### config.mk
export PLATFORM = sky130hd
export DESIGN_NAME = md5_stream_hash
export DESIGN_NICKNAME = d
export VERILOG_FILES = /design/src/md5_pkg.sv /design/src/md5_front.sv /design/src/md5_queue.sv /design/src/md5_core.sv /design/src/md5_stream_hash.sv
export SDC_FILE = /design/constraint.sdc
export NUM_CORES = 2
export LEC_CHECK = 0
export ABC_AREA = 1
export BUFFER_PORTS_ARGS = -buffer_cell sky130_fd_sc_hd__buf_2
export CORE_MARGIN = 3
export CORE_UTILIZATION = 60
export CTS_CLUSTER_SIZE = 30
export DETAILED_ROUTE_END_ITERATION = 8
export PLACE_DENSITY = 0.84
export SYNTH_ARGS = -nofsm -noshare
export SYNTH_HDL_FRONTEND = slang
export SYNTH_SLANG_ARGS = --single-unit
### constraint.sdc
create_clock -name aclk -period 13 [get_ports aclk]
set_clock_uncertainty 0.1 [all_clocks]
set_input_delay 0.65 -clock aclk [delete_from_list [all_inputs] [get_ports aclk]]
set_output_delay 0.65 -clock aclk [all_outputs]
set_load 0.1 [all_outputs]
### src/md5_pkg.sv
package md5_pkg;

    // Initial chaining value words A, B, C and D.
    localparam logic [31:0] IV_A = 32'h67452301;
    localparam logic [31:0] IV_B = 32'hefcdab89;
    localparam logic [31:0] IV_C = 32'h98badcfe;
    localparam logic [31:0] IV_D = 32'h10325476;

    // Padding marker byte and block geometry.
    localparam logic [7:0] PAD_MARKER  = 8'h80;
    localparam int         BLOCK_WORDS = 16;
    localparam logic [3:0] LAST_WORD   = 4'd15;
    localparam logic [3:0] LEN_WORD_M1 = 4'd13;
    localparam logic [5:0] LAST_ROUND  = 6'd63;

    // Default depth of the word queue between front and back.
    localparam int DEFAULT_QUEUE_DEPTH = 4;

    // One 32-bit message word on its way to the compression engine.
    typedef struct packed {
        logic        final_word;
        logic [31:0] word;
    } word_item_t;

    // Front sequencer states.
    typedef enum logic [2:0] {
        FRONT_IDLE,
        FRONT_PAD_FIRST,
        FRONT_PAD_ZERO,
        FRONT_LEN_LO,
        FRONT_LEN_HI
    } front_state_t;

    // Compression engine states.
    typedef enum logic [1:0] {
        CORE_LOAD,
        CORE_ROUND,
        CORE_FINISH
    } core_state_t;

    // Additive round constant of each of the 64 rounds.
    function automatic logic [31:0] round_const(input logic [5:0] idx);
        logic [31:0] k;
        unique case (idx)
            6'd0:  k = 32'hd76aa478;  6'd1:  k = 32'he8c7b756;
            6'd2:  k = 32'h242070db;  6'd3:  k = 32'hc1bdceee;
            6'd4:  k = 32'hf57c0faf;  6'd5:  k = 32'h4787c62a;
            6'd6:  k = 32'ha8304613;  6'd7:  k = 32'hfd469501;
            6'd8:  k = 32'h698098d8;  6'd9:  k = 32'h8b44f7af;
            6'd10: k = 32'hffff5bb1;  6'd11: k = 32'h895cd7be;
            6'd12: k = 32'h6b901122;  6'd13: k = 32'hfd987193;
            6'd14: k = 32'ha679438e;  6'd15: k = 32'h49b40821;
            6'd16: k = 32'hf61e2562;  6'd17: k = 32'hc040b340;
            6'd18: k = 32'h265e5a51;  6'd19: k = 32'he9b6c7aa;
            6'd20: k = 32'hd62f105d;  6'd21: k = 32'h02441453;
            6'd22: k = 32'hd8a1e681;  6'd23: k = 32'he7d3fbc8;
            6'd24: k = 32'h21e1cde6;  6'd25: k = 32'hc33707d6;
            6'd26: k = 32'hf4d50d87;  6'd27: k = 32'h455a14ed;
            6'd28: k = 32'ha9e3e905;  6'd29: k = 32'hfcefa3f8;
            6'd30: k = 32'h676f02d9;  6'd31: k = 32'h8d2a4c8a;
            6'd32: k = 32'hfffa3942;  6'd33: k = 32'h8771f681;
            6'd34: k = 32'h6d9d6122;  6'd35: k = 32'hfde5380c;
            6'd36: k = 32'ha4beea44;  6'd37: k = 32'h4bdecfa9;
            6'd38: k = 32'hf6bb4b60;  6'd39: k = 32'hbebfbc70;
            6'd40: k = 32'h289b7ec6;  6'd41: k = 32'heaa127fa;
            6'd42: k = 32'hd4ef3085;  6'd43: k = 32'h04881d05;
            6'd44: k = 32'hd9d4d039;  6'd45: k = 32'he6db99e5;
            6'd46: k = 32'h1fa27cf8;  6'd47: k = 32'hc4ac5665;
            6'd48: k = 32'hf4292244;  6'd49: k = 32'h432aff97;
            6'd50: k = 32'hab9423a7;  6'd51: k = 32'hfc93a039;
            6'd52: k = 32'h655b59c3;  6'd53: k = 32'h8f0ccc92;
            6'd54: k = 32'hffeff47d;  6'd55: k = 32'h85845dd1;
            6'd56: k = 32'h6fa87e4f;  6'd57: k = 32'hfe2ce6e0;
            6'd58: k = 32'ha3014314;  6'd59: k = 32'h4e0811a1;
            6'd60: k = 32'hf7537e82;  6'd61: k = 32'hbd3af235;
            6'd62: k = 32'h2ad7d2bb;  6'd63: k = 32'heb86d391;
            default: k = 32'h0;
        endcase
        return k;
    endfunction

    // Left rotate amount: four per quarter, picked by the round's low two bits.
    function automatic logic [4:0] shift_amt(input logic [5:0] idx);
        logic [4:0] s;
        unique case ({idx[5:4], idx[1:0]})
            4'h0: s = 5'd7;   4'h1: s = 5'd12;  4'h2: s = 5'd17;  4'h3: s = 5'd22;
            4'h4: s = 5'd5;   4'h5: s = 5'd9;   4'h6: s = 5'd14;  4'h7: s = 5'd20;
            4'h8: s = 5'd4;   4'h9: s = 5'd11;  4'ha: s = 5'd16;  4'hb: s = 5'd23;
            4'hc: s = 5'd6;   4'hd: s = 5'd10;  4'he: s = 5'd15;  4'hf: s = 5'd21;
            default: s = 5'd0;
        endcase
        return s;
    endfunction

endpackage

### src/md5_front.sv
module md5_front (
    input  logic                aclk,
    input  logic                aresetn,
    input  logic                in_valid,
    output logic                in_ready,
    input  logic [7:0]          data_byte,
    input  logic                has_byte,
    input  logic                last,
    output logic                push,
    output md5_pkg::word_item_t push_item,
    input  logic                queue_full
);

    md5_pkg::front_state_t state_reg, state_next;
    logic [63:0] msg_bits_reg, msg_bits_next;
    logic [31:0] word_reg, word_next;
    logic [3:0]  widx_reg, widx_next;
    logic        extra_reg, extra_next;

    logic [5:0]  fill;
    logic [1:0]  lane;
    logic [31:0] merged;
    logic [31:0] pad_word;
    logic [3:0]  first_widx;
    logic        first_extra;
    logic        accept;

    assign fill        = msg_bits_reg[8:3];
    assign lane        = fill[1:0];
    assign first_widx  = fill[5:2];
    assign first_extra = (fill[5:3] == 3'b111);
    assign accept      = in_valid && in_ready;

    // Incoming byte dropped into its lane of the partial word.
    always_comb begin
        for (int k = 0; k < 4; k++) begin
            merged[8*k +: 8] = (2'(k) == lane) ? data_byte : word_reg[8*k +: 8];
        end
    end

    // First padding word: held bytes, the marker, then zeros.
    always_comb begin
        for (int k = 0; k < 4; k++) begin
            if (2'(k) < lane) begin
                pad_word[8*k +: 8] = word_reg[8*k +: 8];
            end else if (2'(k) == lane) begin
                pad_word[8*k +: 8] = md5_pkg::PAD_MARKER;
            end else begin
                pad_word[8*k +: 8] = 8'h00;
            end
        end
    end

    // Next-state logic of the padding sequencer.
    always_comb begin
        state_next = state_reg;
        unique case (state_reg)
            md5_pkg::FRONT_IDLE: begin
                if (accept && last) begin
                    state_next = md5_pkg::FRONT_PAD_FIRST;
                end
            end
            md5_pkg::FRONT_PAD_FIRST: begin
                if (!queue_full) begin
                    if (first_widx == md5_pkg::LEN_WORD_M1 && !first_extra) begin
                        state_next = md5_pkg::FRONT_LEN_LO;
                    end else begin
                        state_next = md5_pkg::FRONT_PAD_ZERO;
                    end
                end
            end
            md5_pkg::FRONT_PAD_ZERO: begin
                if (!queue_full && widx_reg == md5_pkg::LEN_WORD_M1 && !extra_reg) begin
                    state_next = md5_pkg::FRONT_LEN_LO;
                end
            end
            md5_pkg::FRONT_LEN_LO: begin
                if (!queue_full) begin
                    state_next = md5_pkg::FRONT_LEN_HI;
                end
            end
            md5_pkg::FRONT_LEN_HI: begin
                if (!queue_full) begin
                    state_next = md5_pkg::FRONT_IDLE;
                end
            end
            default: state_next = md5_pkg::FRONT_IDLE;
        endcase
    end

    // Handshake, pushed words and datapath updates per state.
    always_comb begin
        in_ready      = 1'b0;
        push          = 1'b0;
        push_item     = '0;
        msg_bits_next = msg_bits_reg;
        word_next     = word_reg;
        widx_next     = widx_reg;
        extra_next    = extra_reg;
        unique case (state_reg)
            md5_pkg::FRONT_IDLE: begin
                in_ready = !queue_full;
                if (accept && has_byte) begin
                    word_next     = merged;
                    msg_bits_next = msg_bits_reg + 64'd8;
                    if (lane == 2'd3) begin
                        push           = 1'b1;
                        push_item.word = merged;
                    end
                end
            end
            md5_pkg::FRONT_PAD_FIRST: begin
                push_item.word = pad_word;
                if (!queue_full) begin
                    push       = 1'b1;
                    widx_next  = first_widx + 4'd1;
                    extra_next = first_extra && (first_widx != md5_pkg::LAST_WORD);
                end
            end
            md5_pkg::FRONT_PAD_ZERO: begin
                if (!queue_full) begin
                    push       = 1'b1;
                    widx_next  = widx_reg + 4'd1;
                    extra_next = extra_reg && (widx_reg != md5_pkg::LAST_WORD);
                end
            end
            md5_pkg::FRONT_LEN_LO: begin
                push_item.word = msg_bits_reg[31:0];
                push           = !queue_full;
            end
            md5_pkg::FRONT_LEN_HI: begin
                push_item.word       = msg_bits_reg[63:32];
                push_item.final_word = 1'b1;
                if (!queue_full) begin
                    push          = 1'b1;
                    msg_bits_next = '0;
                end
            end
            default: begin
                push = 1'b0;
            end
        endcase
    end

    // Control state and length counter.
    always_ff @(posedge aclk) begin
        if (!aresetn) begin
            state_reg    <= md5_pkg::FRONT_IDLE;
            msg_bits_reg <= '0;
            widx_reg     <= '0;
            extra_reg    <= 1'b0;
        end else begin
            state_reg    <= state_next;
            msg_bits_reg <= msg_bits_next;
            widx_reg     <= widx_next;
            extra_reg    <= extra_next;
        end
    end

    // Partial word under assembly.
    always_ff @(posedge aclk) begin
        word_reg <= word_next;
    end

endmodule

### src/md5_queue.sv
module md5_queue #(
    parameter int DEPTH = md5_pkg::DEFAULT_QUEUE_DEPTH
) (
    input  logic                aclk,
    input  logic                aresetn,
    input  logic                push,
    input  md5_pkg::word_item_t push_item,
    output logic                full,
    input  logic                pop,
    output md5_pkg::word_item_t pop_item,
    output logic                empty
);

    localparam int PTR_W = (DEPTH > 1) ? $clog2(DEPTH) : 1;
    localparam int CNT_W = $clog2(DEPTH + 1);

    md5_pkg::word_item_t   slot_reg [DEPTH];
    logic [PTR_W-1:0]      wr_ptr_reg, rd_ptr_reg;
    logic [CNT_W-1:0]      count_reg;
    logic                  do_push, do_pop;

    assign full     = (count_reg == CNT_W'(DEPTH));
    assign empty    = (count_reg == '0);
    assign do_push  = push && !full;
    assign do_pop   = pop && !empty;
    assign pop_item = slot_reg[rd_ptr_reg];

    // Pointers and occupancy.
    always_ff @(posedge aclk) begin
        if (!aresetn) begin
            wr_ptr_reg <= '0;
            rd_ptr_reg <= '0;
            count_reg  <= '0;
        end else begin
            if (do_push) begin
                wr_ptr_reg <= (wr_ptr_reg == PTR_W'(DEPTH - 1)) ? '0 : wr_ptr_reg + 1'b1;
            end
            if (do_pop) begin
                rd_ptr_reg <= (rd_ptr_reg == PTR_W'(DEPTH - 1)) ? '0 : rd_ptr_reg + 1'b1;
            end
            if (do_push && !do_pop) begin
                count_reg <= count_reg + 1'b1;
            end else if (do_pop && !do_push) begin
                count_reg <= count_reg - 1'b1;
            end
        end
    end

    // Storage slots.
    always_ff @(posedge aclk) begin
        if (do_push) begin
            slot_reg[wr_ptr_reg] <= push_item;
        end
    end

endmodule

### src/md5_core.sv
module md5_core (
    input  logic                aclk,
    input  logic                aresetn,
    output logic                pop,
    input  md5_pkg::word_item_t pop_item,
    input  logic                empty,
    output logic                out_valid,
    input  logic                out_ready,
    output logic [63:0]         digest_word,
    output logic                upper_half,
    output logic                final_part
);

    md5_pkg::core_state_t state_reg, state_next;

    logic [31:0]  w_reg [md5_pkg::BLOCK_WORDS];
    logic [3:0]   cnt_reg;
    logic [5:0]   round_reg;
    logic         final_reg;
    logic [31:0]  a_reg, b_reg, c_reg, d_reg;
    logic [31:0]  ch_a_reg, ch_b_reg, ch_c_reg, ch_d_reg;
    logic [127:0] digest_reg;
    logic         out_valid_reg, out_half_reg;

    logic         load_word, start_rounds, finish_block, emit_digest;
    logic [3:0]   r4, g;
    logic [31:0]  f, sum, rot;
    logic [63:0]  dbl;
    logic [4:0]   sh;
    logic [31:0]  sum_a, sum_b, sum_c, sum_d;

    // Next-state logic.
    always_comb begin
        state_next = state_reg;
        unique case (state_reg)
            md5_pkg::CORE_LOAD: begin
                if (!empty && cnt_reg == md5_pkg::LAST_WORD) begin
                    state_next = md5_pkg::CORE_ROUND;
                end
            end
            md5_pkg::CORE_ROUND: begin
                if (round_reg == md5_pkg::LAST_ROUND) begin
                    state_next = md5_pkg::CORE_FINISH;
                end
            end
            md5_pkg::CORE_FINISH: begin
                if (!final_reg || !out_valid_reg) begin
                    state_next = md5_pkg::CORE_LOAD;
                end
            end
            default: state_next = md5_pkg::CORE_LOAD;
        endcase
    end

    // Control outputs per state.
    always_comb begin
        load_word    = 1'b0;
        start_rounds = 1'b0;
        finish_block = 1'b0;
        emit_digest  = 1'b0;
        unique case (state_reg)
            md5_pkg::CORE_LOAD: begin
                load_word    = !empty;
                start_rounds = !empty && (cnt_reg == md5_pkg::LAST_WORD);
            end
            md5_pkg::CORE_ROUND: begin
                load_word = 1'b0;
            end
            md5_pkg::CORE_FINISH: begin
                finish_block = !final_reg;
                emit_digest  = final_reg && !out_valid_reg;
            end
            default: begin
                load_word = 1'b0;
            end
        endcase
    end

    assign pop = load_word;

    // Round function, message word index and rotation of one round.
    assign r4 = round_reg[3:0];
    always_comb begin
        unique case (round_reg[5:4])
            2'd0: begin
                f = (b_reg & c_reg) | (~b_reg & d_reg);
                g = r4;
            end
            2'd1: begin
                f = (d_reg & b_reg) | (~d_reg & c_reg);
                g = (r4 << 2) + r4 + 4'd1;
            end
            2'd2: begin
                f = b_reg ^ c_reg ^ d_reg;
                g = (r4 << 1) + r4 + 4'd5;
            end
            default: begin
                f = c_reg ^ (b_reg | ~d_reg);
                g = (r4 << 3) - r4;
            end
        endcase
    end

    assign sum = f + a_reg + md5_pkg::round_const(round_reg) + w_reg[g];
    assign sh  = md5_pkg::shift_amt(round_reg);
    assign dbl = {sum, sum} << sh;
    assign rot = dbl[63:32];

    // Block result folded into the chaining value.
    assign sum_a = ch_a_reg + a_reg;
    assign sum_b = ch_b_reg + b_reg;
    assign sum_c = ch_c_reg + c_reg;
    assign sum_d = ch_d_reg + d_reg;

    // Control registers and chaining value.
    always_ff @(posedge aclk) begin
        if (!aresetn) begin
            state_reg     <= md5_pkg::CORE_LOAD;
            cnt_reg       <= '0;
            round_reg     <= '0;
            final_reg     <= 1'b0;
            out_valid_reg <= 1'b0;
            out_half_reg  <= 1'b0;
            ch_a_reg      <= md5_pkg::IV_A;
            ch_b_reg      <= md5_pkg::IV_B;
            ch_c_reg      <= md5_pkg::IV_C;
            ch_d_reg      <= md5_pkg::IV_D;
        end else begin
            state_reg <= state_next;
            if (load_word) begin
                cnt_reg <= cnt_reg + 4'd1;
            end
            if (start_rounds) begin
                final_reg <= pop_item.final_word;
                round_reg <= '0;
            end else if (state_reg == md5_pkg::CORE_ROUND) begin
                round_reg <= round_reg + 6'd1;
            end
            if (finish_block) begin
                ch_a_reg <= sum_a;
                ch_b_reg <= sum_b;
                ch_c_reg <= sum_c;
                ch_d_reg <= sum_d;
            end else if (emit_digest) begin
                ch_a_reg <= md5_pkg::IV_A;
                ch_b_reg <= md5_pkg::IV_B;
                ch_c_reg <= md5_pkg::IV_C;
                ch_d_reg <= md5_pkg::IV_D;
            end
            // Output register: lower half first, then upper half.
            if (emit_digest) begin
                out_valid_reg <= 1'b1;
                out_half_reg  <= 1'b0;
            end else if (out_valid_reg && out_ready) begin
                if (out_half_reg) begin
                    out_valid_reg <= 1'b0;
                end
                out_half_reg <= 1'b1;
            end
        end
    end

    // Message words, working variables and the held digest.
    always_ff @(posedge aclk) begin
        if (load_word) begin
            w_reg[cnt_reg] <= pop_item.word;
        end
        if (start_rounds) begin
            a_reg <= ch_a_reg;
            b_reg <= ch_b_reg;
            c_reg <= ch_c_reg;
            d_reg <= ch_d_reg;
        end else if (state_reg == md5_pkg::CORE_ROUND) begin
            a_reg <= d_reg;
            d_reg <= c_reg;
            c_reg <= b_reg;
            b_reg <= b_reg + rot;
        end
        if (emit_digest) begin
            digest_reg <= {sum_d, sum_c, sum_b, sum_a};
        end
    end

    assign out_valid   = out_valid_reg;
    assign digest_word = out_half_reg ? digest_reg[127:64] : digest_reg[63:0];
    assign upper_half  = out_half_reg;
    assign final_part  = out_half_reg;

endmodule

### src/md5_stream_hash.sv
// MD5 digest over a byte stream.
// Input channel (s_axis_*): one transaction per step. tdata[7:0] is the message
// byte, tuser says the byte is present, tlast ends the message. A transaction
// with tuser low and tlast high finishes the message with no further byte, so
// an empty message is possible; tuser and tlast both low is an idle step.
// Output channel (m_axis_*): two transactions per message, digest bytes 0-7
// first (tuser low), then bytes 8-15 (tuser high, tlast high).
// A front sequencer packs bytes into 32-bit words and generates the padding;
// a word queue feeds the compression engine, which runs one round per cycle.
// In steady streaming the block rate is set by the rounds, the finish step and
// the word loads, with the queue depth bounding how far the front runs ahead.
// Input is accepted one byte per cycle until the queue fills. After tlast the
// front stalls input while it pushes padding words, longer while the queue is
// full; the first digest half appears once the engine has finished the last
// block.
// Reset clears the message length, the queue and the output register, and loads
// the initial chaining value. If the receiver stalls, the digest stays in the
// output register, and the engine holds a following digest until the register
// is free, which in turn backs up the input.
module md5_stream_hash #(
    parameter int QUEUE_DEPTH = md5_pkg::DEFAULT_QUEUE_DEPTH
) (
    input  logic        aclk,
    input  logic        aresetn,
    input  logic        s_axis_tvalid,
    output logic        s_axis_tready,
    input  logic [7:0]  s_axis_tdata,   // [7:0] data_byte
    input  logic        s_axis_tuser,   // [0] has_byte
    input  logic        s_axis_tlast,
    output logic        m_axis_tvalid,
    input  logic        m_axis_tready,
    output logic [63:0] m_axis_tdata,   // [63:0] digest_word
    output logic        m_axis_tuser,   // [0] upper_half
    output logic        m_axis_tlast
);

    md5_pkg::word_item_t push_item, pop_item;
    logic push, pop, queue_full, queue_empty;

    // Byte packing and padding.
    md5_front u_front (
        .aclk       (aclk),
        .aresetn    (aresetn),
        .in_valid   (s_axis_tvalid),
        .in_ready   (s_axis_tready),
        .data_byte  (s_axis_tdata),
        .has_byte   (s_axis_tuser),
        .last       (s_axis_tlast),
        .push       (push),
        .push_item  (push_item),
        .queue_full (queue_full)
    );

    // Word queue between front and engine.
    md5_queue #(
        .DEPTH (QUEUE_DEPTH)
    ) u_queue (
        .aclk      (aclk),
        .aresetn   (aresetn),
        .push      (push),
        .push_item (push_item),
        .full      (queue_full),
        .pop       (pop),
        .pop_item  (pop_item),
        .empty     (queue_empty)
    );

    // Compression engine and output register.
    md5_core u_core (
        .aclk        (aclk),
        .aresetn     (aresetn),
        .pop         (pop),
        .pop_item    (pop_item),
        .empty       (queue_empty),
        .out_valid   (m_axis_tvalid),
        .out_ready   (m_axis_tready),
        .digest_word (m_axis_tdata),
        .upper_half  (m_axis_tuser),
        .final_part  (m_axis_tlast)
    );

endmodule

After elaboration in Yosys (flattened, before gate mapping)
Memories as Yosys holds them, arrays and structs flattened. A register that Yosys moved wholly into a read port is not among the register bits.
Cells that the tools add are included.
{"block": "totals", "reg_bits": 510, "rom_bits": 2128, "mem_bits_rw": 644, "mem_count": 4, "out_inout_bits": 68, "inputBits": 14, "elab_cells": 225}
{"name": "(no name shown)", "words": 64, "word_bits": 32, "read_ports": 1, "rd_ports_with_merged_regs": 1, "wr": 0, "line": "md5_pkg.sv:44", "rtl": "unique case (idx)"}
{"name": "u_core.w_reg", "words": 16, "word_bits": 32, "read_ports": 1, "rd_ports_with_merged_regs": 0, "wr": 1, "line": "md5_core.sv:16", "rtl": "logic [31:0] w_reg [md5_pkg::BLOCK_WORDS];"}
{"name": "u_queue.slot_reg", "words": 4, "word_bits": 33, "read_ports": 1, "rd_ports_with_merged_regs": 1, "wr": 1, "line": "md5_queue.sv:17", "rtl": "md5_pkg::word_item_t slot_reg [DEPTH];"}
{"name": "(no name shown)", "words": 16, "word_bits": 5, "read_ports": 1, "rd_ports_with_merged_regs": 1, "wr": 0, "line": "md5_pkg.sv:85", "rtl": "unique case ({idx[5:4], idx[1:0]})"}
{"block": "classes", "shifts": 1, "mux": 81, "n_bitwise": 13, "n_lt_le_gt_ge": 4, "n_eq_ne": 32, "reduce_logical": 45, "n_addsub": 22}
{"operator": "two-way mux 32 bit", "count": 18}
{"operator": "adder 32 bit", "count": 8}
{"operator": "two-way mux 64 bit", "count": 3}
{"operator": "AND 32 bit", "count": 4}
{"operator": "one-hot mux 32 bit (4 select lines)", "count": 1}
{"operator": "one-hot mux 64 bit (2 select lines)", "count": 1}
{"operator": "two-way mux 8 bit", "count": 12}
{"operator": "bitwise OR 32 bit", "count": 3}
{"operator": "one-hot mux 32 bit (3 select lines)", "count": 1}
{"operator": "XOR 32 bit", "count": 3}
{"operator": "adder 64 x 4 -> 64 bit (second input constant)", "count": 1}
{"operator": "NOT 32 bit", "count": 2}
{"operator": "left shift 64 x 5 -> 64 bit", "count": 1}
{"operator": "two-way mux 3 bit", "count": 7}
{"operator": "two-way mux 1 bit", "count": 19}
{"operator": "adder 4 x 1 -> 4 bit (second input constant)", "count": 4}
{"operator": "two-way mux 4 bit", "count": 4}
{"operator": "logical AND 1 bit", "count": 15}
{"operator": "one-hot mux 3 bit (5 select lines)", "count": 1}
{"operator": "two-way mux 2 bit", "count": 7}
{"operator": "nonzero test 2 bit", "count": 7}
{"operator": "== test 4 bit (second input constant)", "count": 3}
{"operator": "two-way mux 6 bit", "count": 2}
{"operator": "!= test 2 x 1 -> 1 bit (second input constant)", "count": 6}
{"operator": "34 further kinds", "count": 65}

Logic depth before layout (Yosys ltp)
{"block": "logic_depth", "word_depth": 12, "depth_mapped": 58, "ltp_nobuf": 56}

Hierarchy
From an unflattened synthesis, not the netlist that was laid out.
{"block": "unflattened", "cells_unflattened": 7575, "area_unflattened_um2": 65622.9}
{"mod": "md5_core", "n_inst": 1, "area_each_um2": 54033.1, "seq_area_each_um2": 26665.6, "cells_per_inst": 6198}
{"mod": "md5_front", "n_inst": 1, "area_each_um2": 6170.9, "seq_area_each_um2": 2102.0, "cells_per_inst": 986}
{"mod": "md5_queue", "n_inst": 1, "area_each_um2": 5418.9, "seq_area_each_um2": 4144.0, "cells_per_inst": 391}

Worst setup path after synthesis
OpenSTA, ideal clock, no wires.
{"block": "synth_timing", "kind": "reg-to-reg", "from": "reg u_core.out_valid_reg, in the netlist u_core.out_valid", "to": "reg u_core.ch_c_reg[27]", "setup_slack_ns": 1.252, "synth_period_minus_slack_ns": 11.748, "path_buffers": 2, "arrival_time_ns": 11.529, "path_stages_with_launch": 9, "required_ns": 12.781, "setup_ns": 0.119, "cell_sequence": "dfxtp_1 -> nor3_1 -> inv_1 -> nand2_1 -> inv_2 -> clkbuf_1 -> buf_1 -> a21oi_1 -> nand2_1"}
{"block": "synth_via", "elab_chain_len": 4}
{"element": "from (decl)", "line": "md5_core.sv:23", "rtl": "logic out_valid_reg, out_half_reg;"}
{"element": "from (signal assigned)", "line": "md5_core.sv:122", "rtl": "out_valid_reg <= 1'b0;"}
{"element": "from (signal assigned)", "line": "md5_core.sv:152", "rtl": "out_valid_reg <= 1'b1;"}
{"element": "from (signal assigned)", "line": "md5_core.sv:156", "rtl": "out_valid_reg <= 1'b0;"}
{"element": "zero test 1 bit", "line": "md5_core.sv:71", "rtl": "emit_digest = final_reg && !out_valid_reg;"}
{"element": "logical AND 1 bit", "line": "md5_core.sv:71"}
{"element": "two-way mux 1 bit", "line": "md5_core.sv:61", "rtl": "unique case (state_reg)"}
{"element": "named net u_core.emit_digest", "line": "md5_core.sv:25", "rtl": "logic load_word, start_rounds, finish_block, emit_digest;"}
{"element": "nonzero test 2 bit (no line)"}
{"element": "to (signal assigned)", "line": "md5_core.sv:126", "rtl": "ch_c_reg <= md5_pkg::IV_C;"}
{"element": "to (signal assigned)", "line": "md5_core.sv:142", "rtl": "ch_c_reg <= sum_c;"}
{"element": "to (signal assigned)", "line": "md5_core.sv:147", "rtl": "ch_c_reg <= md5_pkg::IV_C;"}
{"element": "to (decl)", "line": "md5_core.sv:21", "rtl": "logic [31:0] ch_a_reg, ch_b_reg, ch_c_reg, ch_d_reg;"}
The timed path passes the listed nets, and every way through them passes these cells.
A chain may end at the register's enable or synchronous reset.

Final worst setup path
{"block": "layout_timing", "from": "reg u_core.round_reg[5]", "to": "reg u_core.b_reg[24], data pin"}
{"block": "layout_via", "elab_chain_len": 9, "elab_cells_between_ends": 13, "classes_between": "add/sub (4); eq/ne (2); shift (1); mux (4); reduce/logical (1); memory (1)"}
{"element": "from (decl)", "line": "md5_core.sv:18", "rtl": "logic [5:0] round_reg;"}
{"element": "from (signal assigned)", "line": "md5_core.sv:137", "rtl": "round_reg <= round_reg + 6'd1;"}
{"element": "== test 2 bit, or another cell as far along", "line": "md5_core.sv:84", "rtl": "unique case (round_reg[5:4])"}
{"element": "one-hot mux 32 bit (3 select lines)", "line": "md5_core.sv:84"}
{"element": "adder 32 bit (2 in a row)", "line": "md5_core.sv:104", "rtl": "assign sum = f + a_reg + md5_pkg::round_const(round_reg) + w_reg[g];"}
{"element": "adder 32 bit (*)", "line": "md5_core.sv:104"}
{"element": "left shift 64 x 5 -> 64 bit (*)", "line": "md5_core.sv:106", "rtl": "assign dbl = {sum, sum} << sh;"}
{"element": "adder 32 bit (*)", "line": "md5_core.sv:177", "rtl": "b_reg <= b_reg + rot;"}
{"element": "two-way mux 32 bit (*)", "line": "md5_core.sv:173", "rtl": "end else if (state_reg == md5_pkg::CORE_ROUND) begin"}
{"element": "two-way mux 32 bit (*)", "line": "md5_core.sv:168", "rtl": "if (start_rounds) begin"}
{"element": "to (signal assigned)", "line": "md5_core.sv:170", "rtl": "b_reg <= ch_b_reg;"}
{"element": "to (signal assigned)", "line": "md5_core.sv:177"}
{"element": "to (decl)", "line": "md5_core.sv:20", "rtl": "logic [31:0] a_reg, b_reg, c_reg, d_reg;"}
Mark *: on every way between the ends. The rest lies on a longest branch, timed or not. The select of a mux whose other input is x is not followed.

==> results.cfg <==
[floorplanning]
die_w_um = 335
die_y_um = 335
initial_utilization_pct = 60.6
rows = 120
core_area_mm2 = 0.107
dieArea_mm2 = 0.112
ios = 82

[yosys]
synth.avg_cell_area_um2 = 8.69
ys_warn_count = 0
synth_area_leaders = edfxtp_1 (43%), nand2_1 (11%), dfxtp_1 (8.0%)
yosysMostFrequentCell = nand2_1
synth_edf_count = 924
seq_area_frac_synth_pct = 50.7
syn_area_mm2 = 0.0650
synthArstFlopShare_pct = 0
yosys_most_used_dff = edfxtp_1
synth_cell_types = 64
synth.top_cells.by_count = nand2_1 (1982), edfxtp_1 (924), inv_1 (756), nand3_1 (588), a21oi_1 (561)
yosysTopAreaCellShare_pct = 42.7
yosys.area.top_type = edfxtp_1
synth_seq_cells = 1182
syn_nets = 7787
synthCells = 7477

[worst_setup_path]
r2r_slack_ns = 2.37
reg2reg_depth = 48
end_kind = flip-flop
critPathSlowestCell = buf_4
start_kind = flip-flop
required_ns = 13.38
r2r-end = u_core.b_reg[24]$_DFFE_PP_
r2r_start = u_core.round_reg[5]$_SDFFE_PP0P_
path_common_cell = nand3_1
slowest_delay_ns = 0.53
crit_type = reg -> reg
arrival_ns = 11.01
crit_fanout = 53

[placed_design]
place_congestion = 1.03
dp_slack_ns = 2.72
portBuffers = 81
dp_hpwl_mm = 149

[sta]
max_slew_margin_pct = 10.6
hold_violations = 0
fin_crit_sh_pct = 81.8
layout_min_cycle_time_ns = 10.63
maxSlewViolCount = 0
worst_pin_slew_ns = 1.34
max_freq_ghz = 0.0940
fin_setup_tns_ns = 0
rsz0062_at_grt = false
setup_viol = 0
setup_ws_ns = 2.37

[global_route]
grt_pass1_wl_mm = 320
grt_pass1_vias = 53700
overflow = 0
grt_max_degree = 145
gr-usage-all-layers_pct = 37.6
antenna_found_initial = 4

[final_layout]
layout.nets = 7768
largest_reg_flops = 512
syn2layout_area_growth_pct = 9.19
drive_above_1_share_pct = 5.99
diodes = 0
fin_util_pct = 66.2

[flow_run]
drv_cap = 0

[routing]
firstDrtPassIters = 7
wl_per_cell_um = 24.1
vias = 56900
avgViaCountPerCell = 6.35
route.detailed.drc = 0
drt-total-wl_mm = 216
initialDrtViolationCount = 7816
ant_nets = 0

[worst_hold_path]
min_path_type = in -> reg
hold_path_depth = 3
hold_start = m_axis_tready
hold_end = u_core.final_part$_SDFFE_PP0P_

[power]
ir_drop_mv = 0.271
p_leak_nw = 28.4
power.density_mw_per_mm2 = 212

[clocking]
cts_resized = 0
cts-root-buf = clkbuf_16
cts_tree = done
clock_latency_ns = 0.75
cts_buffer_depth = 3
cts.sinks = 1182
cts_max_level = 3
post-cts-setup-buffer-count = 0
clk_pin_slew_ns = 0.06
cts_made_buffers = 117
cts_hold_buf = 0

[outcome]
status = finished, final reports clean
==> cells by family after synthesis <==
| logic type | Yosys count | synth area share [%] |
|---|---|---|
| AND/OR/NAND/NOR | 3211 | 20.4 |
| AO/OA/AOI/OAI | 1544 | 13.9 |
| flip-flops | 1182 | 50.7 |
| buffers and inverters | 1081 | 6.28 |
| adder cells (fa/ha/maj) | 296 | 6.50 |
| XOR/XNOR | 149 | 2.01 |
| multiplexers | 14 | 0.229 |
==> report_power, final <==
part           total, mW  switching [mW]  internal (mW)
Combinational       6.49            4.51           1.98
Sequential          5.05           0.110           4.94
Clock               3.47            1.50           1.97
==> cell type report <==
| class | count | area (um2) |
|---|---|---|
| repair buffers | 170 | 1120 |
| multi-input cells | 5214 | 28300 |
| clock inverters | 54 | 569 |
| clock buffers | 164 | 3360 |
| flip-flops and latches | 1182 | 32900 |
| fillers | 8486 | 36300 |
| inverters | 773 | 2920 |
| well taps | 1403 | 1760 |
==> cells in the final DEF, fill, tap and decap left out, types with 21 or more instances in the layout <==
cell type,n
nand2_1,1976
edfxtp_1,924
inv_1,753
nand3_1,588
a21oi_1,559
o21ai_0,516
nor2_1,431
dfxtp_1,256
ha_1,227
clkbuf_16,122
o211ai_1,101
xor2_1,94
buf_4,85
buf_2,81
nor3_1,73
fa_1,69
a32o_1,64
xnor2_1,55
o22ai_1,47
o221ai_1,39
nand4_1,36
a31oi_1,30
clkbuf_1,27
nor2_4,25
o21a_1,25
or2_2,22
a21o_1,22
nor4_1,21
clkinv_2,21
==> worst max-delay path by stage <==
stage | startpoint | endpoint | cells past startpoint
6_report | u_core.round_reg[5]$_SDFFE_PP0P_ | u_core.b_reg[24]$_DFFE_PP_ | 48
5_1_grt | u_core.round_reg[5]$_SDFFE_PP0P_ | u_core.b_reg[24]$_DFFE_PP_ | 48
4_1_cts | u_core.round_reg[0]$_SDFFE_PP0P_ | u_core.b_reg[24]$_DFFE_PP_ | 50
3_5_place_dp | u_core.round_reg[0]$_SDFFE_PP0P_ | u_core.b_reg[24]$_DFFE_PP_ | 50
3_3_place_gp | u_core.round_reg[4]$_SDFFE_PP0P_ | u_core.b_reg[24]$_DFFE_PP_ | 49
2_1_floorplan | u_core.out_valid$_SDFFE_PN0P_ | u_core.ch_c_reg[27]$_SDFFE_PN1P_ | 8
==> critical path, delay by kind of cell (launching register included) <==
kind / cells / cell delay, ns
simple gates: 22 / 3.29
compound gates: 11 / 2.31
buf+inv: 10 / 2.09
fa+ha+maj: 5 / 2.06
flops: 1 / 0.46
==> routing by layer <==
layer  routed length, um  global-route usage (%)  vias up
met2               93700                    56.3     3724
met3               26400                    8.60      712
li1                    -                       -    25600
met5                  23                       0        -
met4               16100                    24.7        4
met1               79700                    49.2    26800
==> per-stage QoR <==
step	total power [mW]	cell area, um2	hold slack [ns]	std cells
finish	15.0	70900	0.112	8960
global route	15.8	70900	0.148	8960
CTS	14.8	70900	0.0837	8960
detailed placement	11.4	67000	0.348	8742
global placement	11.2	67000	0.338	8742
floorplan	9.40	65000	0.322	7477
Power figures use the tool's default switching activity.
